[config.mk]
export PLATFORM = sky130hd
export DESIGN_NAME = tpma_ram
export DESIGN_NICKNAME = d
export VERILOG_FILES = /design/src/rtl/core/two_pool_memory_allocator_defines.svh /design/src/rtl/core/tpma_ram.sv
export SDC_FILE = /design/constraint.sdc
export NUM_CORES = 1
export LEC_CHECK = 0
export CAP_MARGIN = 10
export CORE_AREA = 4 4 93 95
export DETAILED_ROUTE_END_ITERATION = 10
export DIE_AREA = 0 0 97 99
export DONT_BUFFER_PORTS = 1
export PLACE_DENSITY = 0.82
export SYNTH_ARGS = -nofsm -noshare
export SYNTH_HDL_FRONTEND = slang
export SYNTH_SLANG_ARGS = --single-unit
[constraint.sdc]
create_clock -name clk_i -period 5.9 [get_ports clk_i]
set_input_delay 1.18 -clock clk_i [delete_from_list [all_inputs] [get_ports clk_i]]
set_output_delay 1.18 -clock clk_i [all_outputs]
set_load 0.02 [all_outputs]
[src/rtl/core/two_pool_memory_allocator_defines.svh]
// Assertion macros shared by the allocator RTL.
// Needs clk_i and rst_ni in the scope where a macro is used.
`ifndef TWO_POOL_MEMORY_ALLOCATOR_DEFINES_SVH
`define TWO_POOL_MEMORY_ALLOCATOR_DEFINES_SVH

// Same-cycle implication, disabled during reset.
`define TPMA_ASSERT_NOW(lbl, ante, cons, msg) \
  lbl: assert property (@(posedge clk_i) disable iff (!rst_ni) (ante) |-> (cons)) \
    else $error(msg);

// Next-cycle implication, disabled during reset.
`define TPMA_ASSERT_NEXT(lbl, ante, cons, msg) \
  lbl: assert property (@(posedge clk_i) disable iff (!rst_ni) (ante) |=> (cons)) \
    else $error(msg);

`endif

[src/rtl/core/tpma_ram.sv]
// Generic single-write, single-read RAM with registered read data.
// No dependencies; used for the unit list and the segment table.
`timescale 1ns / 1ps

module tpma_ram #(
  parameter int WIDTH = 8,
  parameter int DEPTH = 16
) (
  input  logic             clk_i,
  input  logic             we_i,
  input  logic [((DEPTH > 1) ? $clog2(DEPTH) : 1)-1:0] waddr_i,
  input  logic [WIDTH-1:0] wdata_i,
  input  logic [((DEPTH > 1) ? $clog2(DEPTH) : 1)-1:0] raddr_i,
  output logic [WIDTH-1:0] rdata_o
);

  logic [WIDTH-1:0] mem_q [DEPTH];
  logic [WIDTH-1:0] rdata_q;

  always_ff @(posedge clk_i) begin
    if (we_i) begin
      mem_q[waddr_i] <= wdata_i;
    end
    rdata_q <= mem_q[raddr_i];
  end

  assign rdata_o = rdata_q;

endmodule
==> key figures <==
Status
  – Outcome: completed

Critical path
  – Worst Path Required: slightly above 6000 ps
  – Crit-path cells: or3b_2, nor3_1
  – Worst setup EP type: flop
  – Crit start category: input port
  – Crit path buf inv count: 0
  – CP max stage delay: 870 ps
  – Critical path type: in -> reg
  – Worst reg-to-reg setup slack: roughly 4300 ps
  – CP top delay family: simple AND/OR/NAND/NOR gates
  – Crit path DAT: 2560 ps
  – CP max-delay cell: nor3_1
  – Crit path max fanout: 8

Detailed routing
  – Total Wirelength: 9.83 mm
  – DR vias: 2360
  – Detailed-route vias per instance: 6.63
  – DRC violations left: 0
  – WL/cell: 27.6 um
  – Initial drt markers: 274
  – Pre-antenna DRT Iters: 5
  – Antenna viol nets, final: 0

STA
  – Crit share post-route: 41.1%
  – RSZ-0062 raised after global routing: false
  – Setup TNS: 0 ps
  – Clock skew: 4.96 ps
  – Worst-Margin Slew: around 1100 ps
  – Max-slew violation count: 0
  – Period minus WS final: 2430 ps
  – Slew margin rel.: 24.6%
  – Hold Fails Final Rpt: 0
  – Fmax: 0.412 GHz
  – Worst Slack Setup Final: 3470 ps
  – Setup-failing EPs final: 0
  – Hold_ws: approximately 670 ps

Placement
  – Placed standard-cell area: 0.00520 sq mm
  – DP HPWL: around 5.5 mm
  – Setup WS pre-CTS: 2920 ps
  – Port Buf Inserts: 0
  – Gp weighted congestion: 0.742
  – Placed insts: 323

Layout
  – Fillers: between 400 and 500
  – Layout Nets: ~260
  – Share of layout cells above drive strength 1: around 18%
  – Fin util: 74.9%
  – N_diodes: 0
  – Area Overhead vs Synth: 12.5%
  – Non-Filler Instances: between 300 and 400
  – Final Cell Area: 0.00579 sq mm

Synth
  – Post-synth cell types: 19
  – Area leader, netlist: edfxtp_1
  – Register area share after synthesis: about 78%
  – Share of the synthesized area in the top cell type: 74.7%
  – Top post-synthesis cells by area: edfxtp_1, mux4_2, mux4_1
  – Syn Nets: 247
  – Leading cell types by count after synthesis: edfxtp_1, mux4_2, a22oi_1
  – Synth Flop Type: edfxtp_1
  – Count leader, synth: edfxtp_1
  – Syn avg cell area: 22.5 sq um
  – Synth Cell Area: 0.00515 sq mm
  – Mapped Cells: ~230
  – EDFF count, synth: 128
  – Asr flop ratio synth: 0%
  – Synth Register Bits: 136
  – Yosys Warn Count: 0

Die
  – Die area: 0.00960 sq mm
  – Initial core utilization: approximately two thirds
  – Rows: 32
  – Top Ports: 26
  – Chip height: around 99 um
  – Die width: 97 um
  – Total core area: a little under 0.008 sq mm

Power and ir drop
  – Overall Power: 2.19 mW
  – Clock power share: 47.3%
  – Part of the power in combinational logic: under 10%
  – Internal Power: 1.79 mW
  – Sequential power share: 50.0%
  – Power Dens Cells: 379 mW/mm^2
  – Net Sw Power: 0.404 mW
  – P_leak: 1.89 nW
  – Sw frac: a little under a fifth
  – Worst ir drop on vdd: 0.280 mV

Job
  – Number of max-cap violations: 0

GRT
  – Gr usage total: approximately 22%
  – Initial antenna violation count: 0
  – Via count of the first global-routing pass: around 2500
  – First-pass GRT wire length: 15.0 mm
  – Pin count of the biggest net entering global routing: 33
  – Grt total ovfl: 0

Clock network
  – Setup Buffers After CTS: 0
  – # H-tree levels: 4
  – Clock slew at reported path FFs: 60 ps
  – CTS sink count: 136
  – CTS tree: yes
  – Clock Tree Root: clkbuf_8
  – Post-CTS Hold Fix Bufs: 0
  – Worst-Skew Late Latency: between 500 and 600 ps
  – Deepest clock path buffer count: 2
  – Total CTS buffers: 17
  – CTS resizes: 0

Hold path
  – HP Class: reg -> reg
-- final timing paths --
path	start	to	cells after the start
worst max-delay path	waddr_i[2]	mem_q[0][1]$_DFFE_PP_	2
worst min-delay path	mem_q[4][3]$_DFFE_PP_	rdata_o[3]$_DFF_P_	3
worst max register to register	mem_q[1][5]$_DFFE_PP_	rdata_o[5]$_DFF_P_	3
worst min register to register	mem_q[4][3]$_DFFE_PP_	rdata_o[3]$_DFF_P_	3
-- routing by layer --
layer  share of wire, %  vias up  GRT usage [%]  routed length [um]
met2                 49      159           33.9                4830
li1                   -      998              -                   -
met3                 10       12           7.36                1020
met4                1.0        0           7.45                 102
met1                 39     1191           31.4                3870
met5                  0        -              0                   0
-- power by group through the flow --
stage	Combinational (mW)	Clock, mW	Sequential, mW
3_5_place_dp	0.0569	0	1.12
4_1_cts	0.0581	1.05	1.10
6_report	0.0582	1.04	1.10
3_3_place_gp	0.0559	0	1.11
2_1_floorplan	0.0548	0	1.11
5_1_grt	0.0622	1.10	1.10
-- final cells by class --
class	count	area [sq um]	area share, %
Timing Repair Buffer	3	20.0	0.346
Sequential cell	136	4000	69.1
Clock buffer	20	425	7.35
Tap cell	102	128	2.20
Clock inverter	12	156	2.70
Multi-Input combinational cell	83	1060	18.3
-- sequential cells by signal, indices dropped and copies added, names as in the netlist --
register / cells
mem_q: 128
rdata_o: 8
-- kinds of logic (layout without fill, tap and decap cells) --
group | Yosys count | in the layout | synth area share (%)
mux | 32 | 32 | 15.0
flops | 136 | 136 | 77.8
simple gates | 35 | 35 | 3.18
buf+inv | 10 | 35 | 1.68
compound gates | 16 | 16 | 2.33
-- placed cells by master (no fill, tap or decap), drive strengths merged --
| cell | Yosys | final |
|---|---|---|
| or3b | 1 | 1 |
| edfxtp | 128 | 128 |
| clkinvlp | 0 | 1 |
| nand3b | 2 | 2 |
| nand2b | 2 | 2 |
| nor2 | 13 | 13 |
| nor3 | 4 | 4 |
| nor2b | 1 | 1 |
| mux4 | 32 | 32 |
| bufinv | 0 | 4 |
| and2b | 1 | 1 |
| clkbuf | 0 | 20 |
| and2 | 1 | 1 |
| nand3 | 1 | 1 |
| a22oi | 16 | 16 |
| dfxtp | 8 | 8 |
| clkinv | 0 | 7 |
| nand2 | 9 | 9 |
| buf | 7 | 3 |
(Power assumes the default switching activity.)
